### config.mk
export PLATFORM = sky130hd
export DESIGN_NAME = onb_div_pipe
export DESIGN_NICKNAME = d
export VERILOG_FILES = /design/src/rtl/core/onb_div_pipe.sv
export SDC_FILE = /design/constraint.sdc
export NUM_CORES = 1
export LEC_CHECK = 0
export BUFFER_PORTS_ARGS = -buffer_cell sky130_fd_sc_hd__clkbuf_2
export CAP_MARGIN = 20
export CORE_MARGIN = 1
export CORE_UTILIZATION = 40
export DETAILED_ROUTE_END_ITERATION = 7
export GPL_TIMING_DRIVEN = 0
export HOLD_SLACK_MARGIN = 0.12
export PLACE_DENSITY_LB_ADDON = 0.3
export SYNTH_ARGS = -nofsm -noshare
export SYNTH_HDL_FRONTEND = slang
export SYNTH_SLANG_ARGS = --single-unit
### constraint.sdc
create_clock -name i_clk -period 3.06 [get_ports i_clk]
set_input_delay 0.612 -clock i_clk [delete_from_list [all_inputs] [get_ports i_clk]]
set_output_delay 0.612 -clock i_clk [all_outputs]
set_load 0.02 [all_outputs]
### src/rtl/core/onb_div_pipe.sv
module onb_div_pipe #(
    parameter int unsigned NUM_W = 31,
    parameter int unsigned DEN_W = 16,
    parameter int unsigned QUO_W = 16
) (
    input  logic             i_clk,
    input  logic             i_en,
    input  logic [NUM_W-1:0] i_num,
    input  logic [DEN_W-1:0] i_den,
    output logic [QUO_W-1:0] o_quo
);
    logic [DEN_W-1:0] r_rem [QUO_W];
    logic [DEN_W-1:0] r_den [QUO_W];
    logic [QUO_W-1:0] r_num [QUO_W];
    logic [QUO_W-1:0] r_quo [QUO_W];

    // restoring divide, one quotient bit per stage; upper bits above QUO_W
    // are taken as zero (caller checks for overflow)
    for (genvar k = 0; k < QUO_W; k++) begin : g_step
        logic [DEN_W-1:0] rem_in;
        logic [DEN_W-1:0] den_in;
        logic [QUO_W-1:0] num_in;
        logic [QUO_W-1:0] quo_in;
        logic [DEN_W:0]   trial;
        logic [DEN_W:0]   diff;
        logic             take;

        if (k == 0) begin : g_first
            assign rem_in = DEN_W'(i_num >> QUO_W);
            assign den_in = i_den;
            assign num_in = i_num[QUO_W-1:0];
            assign quo_in = '0;
        end else begin : g_next
            assign rem_in = r_rem[k-1];
            assign den_in = r_den[k-1];
            assign num_in = r_num[k-1];
            assign quo_in = r_quo[k-1];
        end

        assign trial = {rem_in, num_in[QUO_W-1]};
        assign take  = (trial >= {1'b0, den_in});
        assign diff  = trial - {1'b0, den_in};

        always_ff @(posedge i_clk) begin
            if (i_en) begin
                r_rem[k] <= take ? diff[DEN_W-1:0] : trial[DEN_W-1:0];
                r_den[k] <= den_in;
                r_num[k] <= num_in << 1;
                r_quo[k] <= {quo_in[QUO_W-2:0], take};
            end
        end
    end

    assign o_quo = r_quo[QUO_W-1];

endmodule

Word level (Yosys, flattened, before mapping). Memory sizes are Yosys's and may differ from the RTL's. Index checks and enable logic that the tools add are counted.

Register bits: 0. RAM bits: 1008. Input port bits: 49. Word-level logic and storage cells: 54. Memories: 4.

Add/subtract/negate cells: 16. Order comparisons: 16. Multiplexer cells: 18.

Memory list: r_den (depth 16, bits a word 16, rd ports 15, clocked after memory_dff 0, write ports 16, line 13) `logic [DEN_W-1:0] r_den [QUO_W];`; r_quo (depth 16, bits a word 16, rd ports 16, clocked after memory_dff 0, write ports 16, line 15) `logic [QUO_W-1:0] r_quo [QUO_W];`; r_rem (depth 16, bits a word 16, rd ports 15, clocked after memory_dff 0, write ports 16, line 12) `logic [DEN_W-1:0] r_rem [QUO_W];`; r_num (depth 16, bits a word 15, rd ports 15, clocked after memory_dff 0, write ports 16, line 14) `logic [QUO_W-1:0] r_num [QUO_W];`.

Operators with widths (number): $mux 16 (16); $sub 16x16->16 (16); $ge 17x16->1 (15); $ge 16x16->1 (1); $mux 1 (2).

Logic depth before layout (Yosys ltp). An unclocked memory read counts as a cell.

Depth after elaboration: 3. Gate-level depth with buffers: 13.

Least setup slack after synthesis. OpenSTA, ideal clock, no wires.

Path kind: input-to-reg. From: input port i_num[15]. To: memory r_rem[0][0], data pin. Data arrival time: 2648 ps. Required time: 2793 ps. Slack: 145 ps. Cell stages on the path: 12. Path buffers: 2. Path through: inv_1 > ha_1 > fa_1 > nor2b_1 > o21ai_0 > a21oi_1 > nor3_1 > a21oi_1 > a31o_2 > clkbuf_1 > clkbuf_1 > a21oi_1.

RTL lines: start: declaration (line 8) `input logic [NUM_W-1:0] i_num,`; end: declaration (line 12).

==> impl_metrics.ini <==
[yosys]
yosysSeqAreaShare_pct = 59.5
synthCells = 2887
ys_seq_elements = 736
synth_top_family_by_area = compound AO/OA/AOI/OAI gates
synth_compound_area_share_pct = 10.6
synth_area_leaders = edfxtp_1 (60%), ha_1 (8.6%), mux2_2 (4.0%)
synthAdderAreaFrac_pct = 9.44
synth_fp_nets = 3207
synthesis.area_um2 = 37100
ys_warn_count = 0
synth_simple_gate_area_share_pct = 8.00
synth_area_leader_cell = edfxtp_1
netlist.area_leader.share_pct = 59.5
yosysUniqueCellTypes = 83
synth_area_per_cell_um2 = 12.9
synth_mux_area_share_pct = 4.88
async_flop_share_pct = 0
synth_xor_area_share_pct = 3.68
synth_ff_type = edfxtp_1
synth_edf_count = 736

[cts]
htreeDepth = 3
cts_buffer_depth = 3
path_clk_slew_ns = 0.06
clk_latency_ns = 0.64
tritoncts = done
cts_buffers = 86
clock-sinks = 736
cts-root-buf = clkbuf_16

[placed_design]
globalplace.congestion = 0.885
dp_cells = 4201
placed_area_um2 = 39200
numPortBuffers = 64
hpwl_um = 48400

[critical_path]
worst_ep_required_time_ns = 3.43
cp_cell_sequence = inv_2, ha_4, a21o_2, a21oi_2, a21oi_2, or2_1, or3_4, o221a_4, o32ai_4, buf_12, mux2_2
cp_slowest_stage_delay_ns = 0.40
reg2reg_slack_ns = 0.08
ff2ff_path_depth = 11
cp_slowest_cell = edfxtp_1
criticalPathCategory = reg2reg
path_max_fanout = 6
crit_top_cell = a21oi_2
r2r-start = r_den[1][9]
r2r-end = r_rem[0][34]
cp.arrival_ns = 3.36
end_kind = flop
critPathLaunchType = flop

[pwr]
power_density_nw_per_um2 = 993
clkPwrFrac_pct = 23.9
p_leak_uw = 0.0170
intPower_uw = 28900
comb_power_share_pct = 40.3
switching_share_pct = 32.7
ir_drop_v = 0.000509
p_sw_uw = 14100
seqPwrFrac_pct = 35.8

[route]
route.detailed.drc = 0
viasPerCell = 5.05
finalWirelength_um = 68800
post_drt_wl_per_cell_um = 15.6
drtIter0Drc = 1232
drt_pre_antenna_iters = 5
vias = 22400
drtAntennaViolNets = 0

[floorplanning]
num_rows = 111
die-area_um2 = 94000
die_h_um = 307
coreArea_um2 = 91800
initial_utilization_pct = 40.4
io_pins = 65
die_w_um = 307

[cells_and_area]
syn2layout_area_growth_pct = 16.4
final_cell_area_um2 = 43200
fin_cells = 4423
antennaDiodeCount = 0
drive_above_1_share_pct = 16.8
layout.nets = 3434
num-fill-cells = 8100

[min_path]
hold_end = r_den[0][15]
hp-start = i_den[15]
min_path_type = in2reg
whs_path_depth = 1

[grt]
track_usage_pct = 14.4
grt_pass1_wl_um = 109000
first_global_vias = 22200
grt_max_degree = 120
grt-ovfl-total = 0
antenna_found_initial = 0

[sta]
whs_ns = 0.171
min_period_ns = 2.98
tightest_slew_ns = 0.674
slew_viol_final = 0
finalSetupTns_ns = 0
finalHoldViolCount = 0
final.period_utilization_pct = 97.5
skew_ns = 0.0260
max_freq_mhz = 335
setup_violations = 0
max_slew_margin_pct = 54.4

[outcome]
run_status = finished clean

[run]
max-cap-violations = 0
layer usage:
| layer | wire [um] | vias up | global-route usage, % |
|---|---|---|---|
| met1 | 27600 | 10700 | 15.8 |
| met2 | 36100 | 362 | 26.6 |
| met5 | 0 | - | 0 |
| met4 | 2500 | 0 | 6.73 |
| met3 | 2670 | 153 | 2.61 |
| li1 | - | 11200 | - |
repair_timing:
action                                 4_1_cts  5_1_grt
setup endpoints to repair                  225      195
endpoints found under the hold margin       23        0
hold buffers                                23        0
gates resized for setup                     41       82
cloned                                       0        1
setup buffers                               22       24
pin swaps                                   18       24
flip-flops by register name (all words and copies together) (netlist names):
name,cells
r_den,240
r_rem,240
r_num,120
r_quo,136
cells by family (layout without fill, tap and decap cells):
kind of cell / Yosys count / after routing
flops: 736 / 736
simple gates: 610 / 610
compound gates: 597 / 597
buf+inv: 356 / 649
fa+ha+maj: 271 / 271
mux: 161 / 161
xor+xnor: 156 / 156
power groups by stage:
stage	sequential [uW]	combinational [uW]	clock, uW
final	15300	17300	10300
after global routing	15600	19200	11000
after CTS	15300	16700	10600
after detailed placement	15500	16000	0
after global placement	15800	15800	0
after floorplan	15100	12700	0
cell usage in the layout (no fill, tap or decap), types with 17 or more instances in the layout:
master / synthesis / final
edfxtp_1: 736 / 736
inv_1: 317 / 314
ha_1: 256 / 242
nor2_1: 239 / 239
a21oi_1: 197 / 181
mux2_2: 133 / 133
xnor2_1: 113 / 113
o21ai_0: 98 / 92
clkbuf_16: 0 / 89
nand2_1: 72 / 72
clkbuf_2: 1 / 70
buf_4: 1 / 50
o21a_1: 49 / 49
nor3_1: 48 / 46
nand3_1: 45 / 45
a21o_1: 44 / 44
xor2_1: 43 / 43
nor2b_1: 39 / 36
nand4_1: 36 / 36
nand2b_1: 36 / 36
or3_1: 28 / 26
dlygate4sd3_1: 0 / 23
mux2i_1: 21 / 21
clkbuf_1: 16 / 19
a21oi_2: 3 / 18
clkinv_1: 0 / 18
o31a_1: 17 / 17
through the flow:
step	total power [uW]	setup WS, ns	utilization [%]
2_1_floorplan	27800	0.145	-
3_3_place_gp	31600	-11.36	42.5
3_5_place_dp	31600	-0.919	42.7
4_1_cts	42600	0.00379	46.4
5_1_grt	45700	-0.0399	47.1
6_report	42900	0.0761	47.1
worst max-delay path by stage:
stage,end,cells past startpoint,start
2_1_floorplan,r_rem[0][0],12,i_num[15]
3_3_place_gp,r_rem[0][15],1,i_en
3_5_place_dp,r_rem[0][15],13,i_num[15]
4_1_cts,r_rem[0][34],10,r_rem[0][23]
5_1_grt,r_rem[0][45],11,r_den[1][9]
6_report,r_rem[0][34],11,r_den[1][9]
synth_stat cells (all sizes together), types with 10 or more instances:
cell and number:
fa 15, ha 256, edfxtp 736, nor2b 39, mux2 140, o31ai 20
nor2 239, o41ai 12, a21oi 200, o21bai 13, o21a 49, nand2 73
xor2 43, clkbuf 17, o211ai 10, o31a 17, and3 11, nand3 45
or3 28, o22ai 13, inv 318, mux2i 21, o2111ai 11, buf 21
nor4 17, nor3 48, o21ai 109, nand2b 36, a31oi 11, or2 14
a31o 14, a21o 45, xnor2 113, a211oi 15, nand4 36
worst max-delay path, delay by kind of cell (launching register included):
kind	cells	cell delay, ns
AND/OR/NAND/NOR	2	0.59
adder cells (fa/ha/maj)	1	0.21
buffers and inverters	2	0.28
multiplexers	1	0.33
AO/OA/AOI/OAI	5	0.91
flip-flops	1	0.40
final cells by class:
| type | count | area [um^2] | area share, % |
|---|---|---|---|
| Sequential cell | 736 | 22100 | 51.1 |
| Multi-Input combinational cell | 1795 | 14100 | 32.7 |
| Clock buffer | 100 | 2250 | 5.20 |
| Tap cell | 1243 | 1560 | 3.60 |
| Inverter | 318 | 1200 | 2.77 |
| Timing Repair Buffer | 141 | 1160 | 2.68 |
| Clock inverter | 54 | 599 | 1.39 |
| Buffer | 36 | 245 | 0.567 |
(Power assumes the default switching activity.)
