--- src/rtl/core/onb_sqrt_pipe.sv ---
module onb_sqrt_pipe #(
    parameter int unsigned ROOT_W = 16
) (
    input  logic                  i_clk,
    input  logic                  i_en,
    input  logic [2*ROOT_W-1:0]   i_rad,
    output logic [ROOT_W-1:0]     o_root
);
    localparam int unsigned RAD_W = 2 * ROOT_W;
    localparam int unsigned REM_W = ROOT_W + 2;

    logic [REM_W-1:0]  r_rem  [ROOT_W];
    logic [ROOT_W-1:0] r_root [ROOT_W];
    logic [RAD_W-1:0]  r_rad  [ROOT_W];

    // one root bit per stage, two radicand bits brought down each time
    for (genvar k = 0; k < ROOT_W; k++) begin : g_step
        logic [REM_W-1:0]  rem_in;
        logic [ROOT_W-1:0] root_in;
        logic [RAD_W-1:0]  rad_in;
        logic [REM_W+1:0]  trial;
        logic [REM_W+1:0]  sub;
        logic [REM_W+1:0]  diff;
        logic              take;

        if (k == 0) begin : g_first
            assign rem_in  = '0;
            assign root_in = '0;
            assign rad_in  = i_rad;
        end else begin : g_next
            assign rem_in  = r_rem[k-1];
            assign root_in = r_root[k-1];
            assign rad_in  = r_rad[k-1];
        end

        assign trial = {rem_in, rad_in[RAD_W-1 -: 2]};
        assign sub   = {2'b00, root_in, 2'b01};
        assign take  = (trial >= sub);
        assign diff  = trial - sub;

        always_ff @(posedge i_clk) begin
            if (i_en) begin
                r_rem[k]  <= take ? diff[REM_W-1:0] : trial[REM_W-1:0];
                r_root[k] <= {root_in[ROOT_W-2:0], take};
                r_rad[k]  <= rad_in << 2;
            end
        end
    end

    assign o_root = r_root[ROOT_W-1];

endmodule

--- config.mk ---
export PLATFORM = sky130hd
export DESIGN_NAME = onb_sqrt_pipe
export DESIGN_NICKNAME = d
export VERILOG_FILES = /design/src/rtl/core/onb_sqrt_pipe.sv
export SDC_FILE = /design/constraint.sdc
export NUM_CORES = 1
export LEC_CHECK = 0
export BUFFER_PORTS_ARGS = -buffer_cell sky130_fd_sc_hd__clkbuf_2
export CORE_MARGIN = 4
export CORE_UTILIZATION = 63
export DETAILED_ROUTE_END_ITERATION = 6
export PLACE_DENSITY = 0.88
export SKIP_CTS_REPAIR_TIMING = 1
export SLEW_MARGIN = 20
export SYNTH_ARGS = -nofsm -noshare
export SYNTH_HDL_FRONTEND = slang
export SYNTH_SLANG_ARGS = --single-unit
export TNS_END_PERCENT = 5
--- constraint.sdc ---
create_clock -name i_clk -period 3.4 [get_ports i_clk]
set_input_delay 0.68 -clock i_clk [delete_from_list [all_inputs] [get_ports i_clk]]
set_output_delay 0.68 -clock i_clk [all_outputs]
set_load 0.01 [all_outputs]
Word level (Yosys, flattened, before mapping) --
Memories as Yosys holds them, arrays and structs flattened. Index checks and enable logic that the tools add are counted.
Storage, ports and cells: memories 3, logic and storage cells 53, output and inout bits 16, bits in registers 0, memory bits (writable) 1024
Operators by class: order comparisons 16, $add $sub $neg 16, muxes and demuxes 18
Memories:
- r_rad | depth 16, bits a word 30, rd ports 15, clocked after Yosys merged registers in 0, write ports 16, RTL line 14 | logic [RAD_W-1:0] r_rad [ROOT_W];
- r_rem | depth 16, bits a word 18, rd ports 15, clocked after Yosys merged registers in 0, write ports 16, RTL line 12 | logic [REM_W-1:0] r_rem [ROOT_W];
- r_root | depth 16, bits a word 16, rd ports 16, clocked after Yosys merged registers in 0, write ports 16, RTL line 13 | logic [ROOT_W-1:0] r_root [ROOT_W];
Operator list (number):
- $ge A20 B18 Y1 | 15
- $mux W18 | 16
- $sub A18 B18 Y18 | 15
- $sub A2 B1 Y3 const B | 1
- $ge A2 B1 Y1 const B | 1
- $mux W1 | 2

Longest topological paths before layout --
Gate-level depths: netlist of the first run. An unclocked memory read counts as a cell.
word-level depth 3, mapped depth 11, depth with buffers taken out 10

Worst setup path before layout of the first run --
OpenSTA, ideal clock, no wires.
kind reg2reg, start mem r_rem[1][90] (netlist name), end mem r_rem[1][117] (netlist name) (data pin), stages on the path, launching flop included 10, path buffers 2, path slack 0.504 ns, arrival 2.636 ns, path through edfxtp_1 > ha_1 > nor2b_1 > o31a_1 > o32ai_1 > o31a_1 > and2_1 > buf_2 > buf_2 > mux2_2
RTL lines (RTL line):
- start, declared | 12

==> flow_metrics.tcl, run 1 <==
set metrics [dict create \
    dpl.cell_count 2838 \
    start_util_pct 63.9 \
    critical_path_buf_inv_count 1 \
    synthDistinctLibCells 77 \
    synth-simple-area-share_pct 9.35 \
    synthAdderAreaFrac_pct 6.57 \
    grt_usage_pct 22.9 \
    grt_pass1_vias 17900 \
    setup_tns_ns 0 \
    setup_viol 0 \
    muxShareOfSynthArea_pct 2.21 \
    synth_nets 2364 \
    leakagePower_nw 12.5 \
    rows 78 \
    crit_fanout 17 \
    status "finished, final reports clean" \
    powerDensity_nw_per_um2 607 \
    numCtsBuffers 61 \
    synth_xor_area_share_pct 5.53 \
    maxSlewHeadroom_pct 42.6 \
    route.vias.total 17900 \
    arrival_ns 3.40 \
    fin_crit_ns 3.01 \
    hold_path_end "r_rad[0][5]$_DFFE_PP_" \
    grt_overflow_total 0 \
    crit_path_top_delay_cell "o32ai_1" \
    syn_area_um2 29100 \
    root_buffer "clkbuf_16" \
    rsz0062_at_grt "false" \
    path_class "register to register" \
    hp-class "input port to register" \
    cts.sinks 626 \
    syn2layout_area_growth_pct 11.2 \
    synth-seq-area-share_pct 64.5 \
    stdcell_area_um2 32400 \
    routed_wirelength_um 56900 \
    r2r_slack_ns 0.39 \
    critical_path_required_ns 3.80 \
    place_congestion 0.923 \
    ys_warn_count 0 \
    r2r_end "r_rem[1][110]$_DFFE_PP_" \
    dieArea_um2 49800 \
    ys_ff_latch 626 \
    drtPass1Iterations 6 \
    die_x_um 223 \
    synth_edf_count 626 \
    synth_area_per_cell_um2 13.4 \
    async_flop_share_pct 0 \
    diodes 0 \
    detail-route-antenna-nets 0 \
    finClkSkew_ns 0.0417 \
    cp_top_family "compound AO/OA/AOI/OAI gates" \
    cts_tree "done" \
    io_pins 50 \
    placed_area_um2 30400 \
    finalNonFillerCells 2952 \
    syn_inst 2177 \
    synth-main-ff-cell "edfxtp_1" \
    cpPeakStageDelay_ns 0.43 \
    start_kind "register" \
    clk_pin_slew_ns 0.06 \
    timing.fmax_mhz 333 \
    hpwl_um 38000 \
    maxSlewViolCount 0 \
    drive_gt1_share_pct 10.5 \
    mostFrequentLayoutCells "626 x edfxtp_1, 189 x inv_1, 154 x nor2_1" \
    period_share_pct 88.4 \
    clk_latency_ns 0.65 \
    die_h_um 223 \
    viasPerCell 6.06 \
    crit_top_cell "o31a_1" \
    drc 0 \
    antenna_found_initial 0 \
    routedWlPerCell_um 19.3 \
    hold_depth 1 \
    final_common_cell "edfxtp_1" \
    core_area_um2 45600 \
    crit_chain "ha_1, nor2b_1, o31a_1, o32ai_1, o31a_1, and2_1, buf_4, mux2_2" \
    nFillCells 2799 \
    synth-compound-area-share_pct 8.96 \
    grt_pass1_wl_um 92700 \
    multiInputGateArea_um2 9510 \
    io_buffers 49 \
    dr.first_iter.drc_count 1743 \
    regArea_um2 18800 \
    fin_nets 2488 \
    hold_viol 0 \
    endpoint_kind "register" \
    tightest_slew_ns 0.847 \
    hp-start "i_rad[5]" \
    grt_max_degree 89 \
    cts_max_level 2 \
    reg2reg_from "r_rem[1][90]$_DFFE_PP_" \
    clockBufferDepth 3 \
    peakVddDrop_v 0.000626 \
    rr_worst_depth 8 \
    synth_top_family_by_area "simple AND/OR/NAND/NOR gates" \
    maxCapViolations 0 \
]
power by group:
part	internal, mW	total [mW]	switching [mW]
Combinational	1.30	2.98	1.68
Clock	3.84	6.71	2.86
Sequential	9.51	10.0	0.489
Total	14.7	19.7	5.03
worst max path at each step:
stage               cells past startpoint                    from  slack, ns                      end
floorplan                               9  r_rem[1][90]$_DFFE_PP_       0.50  r_rem[1][117]$_DFFE_PP_
global placement                        8  r_rem[1][90]$_DFFE_PP_       0.59  r_rem[1][112]$_DFFE_PP_
detailed placement                      8  r_rem[1][90]$_DFFE_PP_       0.46  r_rem[1][110]$_DFFE_PP_
CTS                                     8  r_rem[1][90]$_DFFE_PP_       0.45  r_rem[1][117]$_DFFE_PP_
global route                            8  r_rem[1][90]$_DFFE_PP_       0.28  r_rem[1][120]$_DFFE_PP_
finish                                  8  r_rem[1][90]$_DFFE_PP_       0.39  r_rem[1][110]$_DFFE_PP_
stage by stage:
step / total power, mW / hold WS [ns] / utilization, % / setup slack, ns
after floorplan: 12.1 / 0.400 / - / 0.504
after global placement: 12.9 / 0.401 / 66.7 / 0.587
after detailed placement: 13.0 / 0.405 / 66.7 / 0.458
after CTS: 19.8 / 0.167 / 71.1 / 0.449
after global routing: 20.6 / 0.173 / 71.1 / 0.282
final: 19.7 / 0.205 / 71.1 / 0.394
cell type report:
class	count	area share (%)
Tap cell	600	2.32
Clock inverter	41	1.36
Multi-Input combinational cell	1336	29.3
Sequential cell	626	58.0
Inverter	193	2.24
Clock buffer	73	4.85
Timing Repair Buffer	83	1.88
logic make-up after synthesis:
kind of cell               count (synthesis)
buffers and inverters                    215
xor gates and xnor gates                 184
muxes                                     58
DFF                                      626
AOI/OAI and AO/OA                        408
and+or+nand+nor                          532
adders and majority gates                153
other                                      1
cell usage after synthesis (16+ instances only):
cell type,number,area [um^2]
edfxtp_1,626,18800
nor4_1,23,144
nand4_1,21,131
a21oi_1,136,681
xnor2_1,91,797
mux2_2,51,574
o21ai_0,74,370
inv_1,189,709
nor2_1,154,578
a211oi_1,23,173
o31ai_1,17,128
nand2_1,93,349
or4_1,16,120
nand2b_1,21,131
o21a_1,37,278
nor2b_1,19,119
or3_1,17,106
clkbuf_1,16,60.1
a21o_1,30,225
ha_1,153,1910
nand3_1,43,215
nor3_1,67,335
xor2_1,93,815
registers in the layout, indices dropped and copies added, names as in the netlist:
| signal | cells |
|---|---|
| r_rem | 250 |
| r_rad | 240 |
| r_root | 136 |
metal layers:
layer / wire length [um] / part of all wire, % / up-vias / track usage [%]
met5: 0 / 0 / - / 0
met4: 1720 / 3.0 / 0 / 7.24
met3: 3700 / 6.5 / 163 / 3.86
met2: 27900 / 49 / 683 / 38.4
met1: 23500 / 41 / 8646 / 30.9
li1: - / - / 8389 / -
Note: power is estimated with default switching activity, not from simulation.
==> inputs of run 2 (changes only) <==
CORE_UTILIZATION = 57   (was 63)
PLACE_DENSITY = 0.84   (was 0.88)
clock period = 2.7 ns   (was 3.4 ns; I/O delays follow)
==> run 2 against run 1 <==
  * First-iteration DRC count decreased by 23%
  * Count of clock-buffer cells in the layout increased by 7
  * Hold slack got worse by 0.099 ns
  * Combinational power increased by 32%
  * Fmax increased by 13%
  * Worst setup slack got worse by 0.36 ns
  * Clock skew decreased by 0.0072 ns
  * Non-clock buffer count increased by 58
  * Critical path type unchanged
  * Critical endpoint is now r_rem[1][49]$_DFFE_PP_
==> flow_metrics.tcl, run 2 (synthesis results as in run 1) <==
set metrics [dict create \
    endpoint_kind "register" \
    die_h_um 234 \
    viasPerCell 5.72 \
    start_kind "register" \
    dpl.cell_count 2968 \
    final_util_pct 66.1 \
    placed_area_um2 31000 \
    peakVddDrop_v 0.000646 \
    grt_pass1_vias 17500 \
    path_class "register to register" \
    dieArea_um2 54800 \
    clk_pin_slew_ns 0.06 \
    drc 0 \
    largest-register "r_rem" \
    route.vias.total 17700 \
    crit_fanout 6 \
    hpwl_um 38500 \
    grt_overflow_total 0 \
    maxSlewViolCount 0 \
    root_buffer "clkbuf_16" \
    hp-class "input port to register" \
    clk_latency_ns 0.60 \
    clockBufferDepth 3 \
    cts_max_level 3 \
    core_area_um2 50400 \
    stdcell_area_um2 33300 \
    rsz0062_at_grt "true" \
    grt_pass1_wl_um 88100 \
    rows 82 \
    die_x_um 234 \
    place_congestion 0.964 \
    finalNonFillerCells 3089 \
    powerDensity_nw_per_um2 759 \
    cts_tree "done" \
    arrival_ns 2.98 \
    detail-route-antenna-nets 0 \
    reg_top3 "r_rem: 250 flops, r_rad: 240 flops, r_root: 136 flops" \
    maxCapViolations 0 \
    finClkSkew_ns 0.0345 \
    setup_viol 0 \
    antenna_found_initial 0 \
    cts.sinks 626 \
    grt_usage_pct 19.9 \
    io_buffers 49 \
    leakagePower_nw 12.8 \
    hold_viol 0 \
    nFillCells 3409 \
    routed_wirelength_um 54900 \
    io_pins 50 \
    numCtsBuffers 66 \
    syn2layout_area_growth_pct 14.2 \
    start_util_pct 57.8 \
    dr.first_iter.drc_count 1347 \
    grt_max_degree 110 \
    drtPass1Iterations 6 \
    fin_crit_ns 2.66 \
    mostFrequentLayoutCells "626 x edfxtp_1, 189 x inv_1, 153 x nor2_1" \
    diodes 0 \
    timing.fmax_mhz 375 \
    tightest_slew_ns 0.678 \
    largest_reg_flops 250 \
    critical_path_required_ns 3.02 \
    maxSlewHeadroom_pct 54.5 \
    final_common_cell "edfxtp_1" \
    p_total_mw 25.3 \
    drive_gt1_share_pct 13.8 \
    routedWlPerCell_um 17.8 \
    fin_nets 2551 \
    status "finished, final reports clean" \
    period_share_pct 98.7 \
]
[run 2: cell count changes in the layout (fill, tap and decap cells not counted), moves of 3 or more]
cell	previous run	this run
buf_12	8	12
buf_4	26	79
clkbuf_16	61	67
clkinv_1	17	22
clkinv_2	16	8
ha_1	153	150
nor3_1	67	63
nor3_2	0	4
nor4_1	23	20
[run 2: cell type report]
cell class | count | area [um^2] | area share (%)
multi-input cells | 1336 | 9700 | 29.1
clock inverters | 41 | 394 | 1.18
clock buffers | 80 | 1730 | 5.18
repair buffers | 141 | 1100 | 3.30
well taps | 672 | 841 | 2.53
inverters | 193 | 724 | 2.18
flip-flops and latches | 626 | 18800 | 56.5
[run 2: worst max-delay path, stage by stage, from the launching register on]
cell	delay, ns
edfxtp_1	0.40
ha_1	0.43
o211ai_1	0.14
nor3_1	0.20
o21ai_0	0.23
a311oi_1	0.62
a211oi_1	0.21
xor2_1	0.18
[run 2: path summary, 6_finish.rpt]
kind                          startpoint                      to  slack (ns)  depth (start not counted)
setup / recovery  r_rem[1][24]$_DFFE_PP_  r_rem[1][49]$_DFFE_PP_        0.04                          7
hold / removal                 i_rad[26]  r_rad[0][26]$_DFFE_PP_        0.11                          1
setup reg to reg  r_rem[1][24]$_DFFE_PP_  r_rem[1][49]$_DFFE_PP_        0.04                          7
hold reg to reg   r_rad[0][48]$_DFFE_PP_  r_rad[0][80]$_DFFE_PP_        0.41                          0
[run 2: report_power, final]
group / switching, mW / leakage, nW / internal (mW)
logic: 2.15 / 5.80 / 1.77
clock network: 3.68 / 1.02 / 5.09
registers: 0.590 / 5.99 / 12.0
total: 6.42 / 12.8 / 18.8
[run 2: metal layers]
layer | global-route usage (%) | up-vias | wire length [um]
li1 | - | 8509 | -
met1 | 26.5 | 8531 | 23300
met2 | 33.4 | 511 | 27100
met3 | 4.17 | 122 | 3120
met4 | 6.05 | 0 | 1410
met5 | 0 | - | 0
[run 2: metrics by stage]
step / hold slack (ns) / setup slack [ns] / setup TNS (ns)
6_report: 0.105 / 0.0358 / 0
5_1_grt: 0.0719 / -0.0521 / -0.252
4_1_cts: 0.0606 / -0.156 / -1.98
3_5_place_dp: 0.405 / -0.141 / -1.33
3_3_place_gp: 0.400 / -0.165 / -1.48
2_1_floorplan: 0.400 / -0.0370 / -0.480
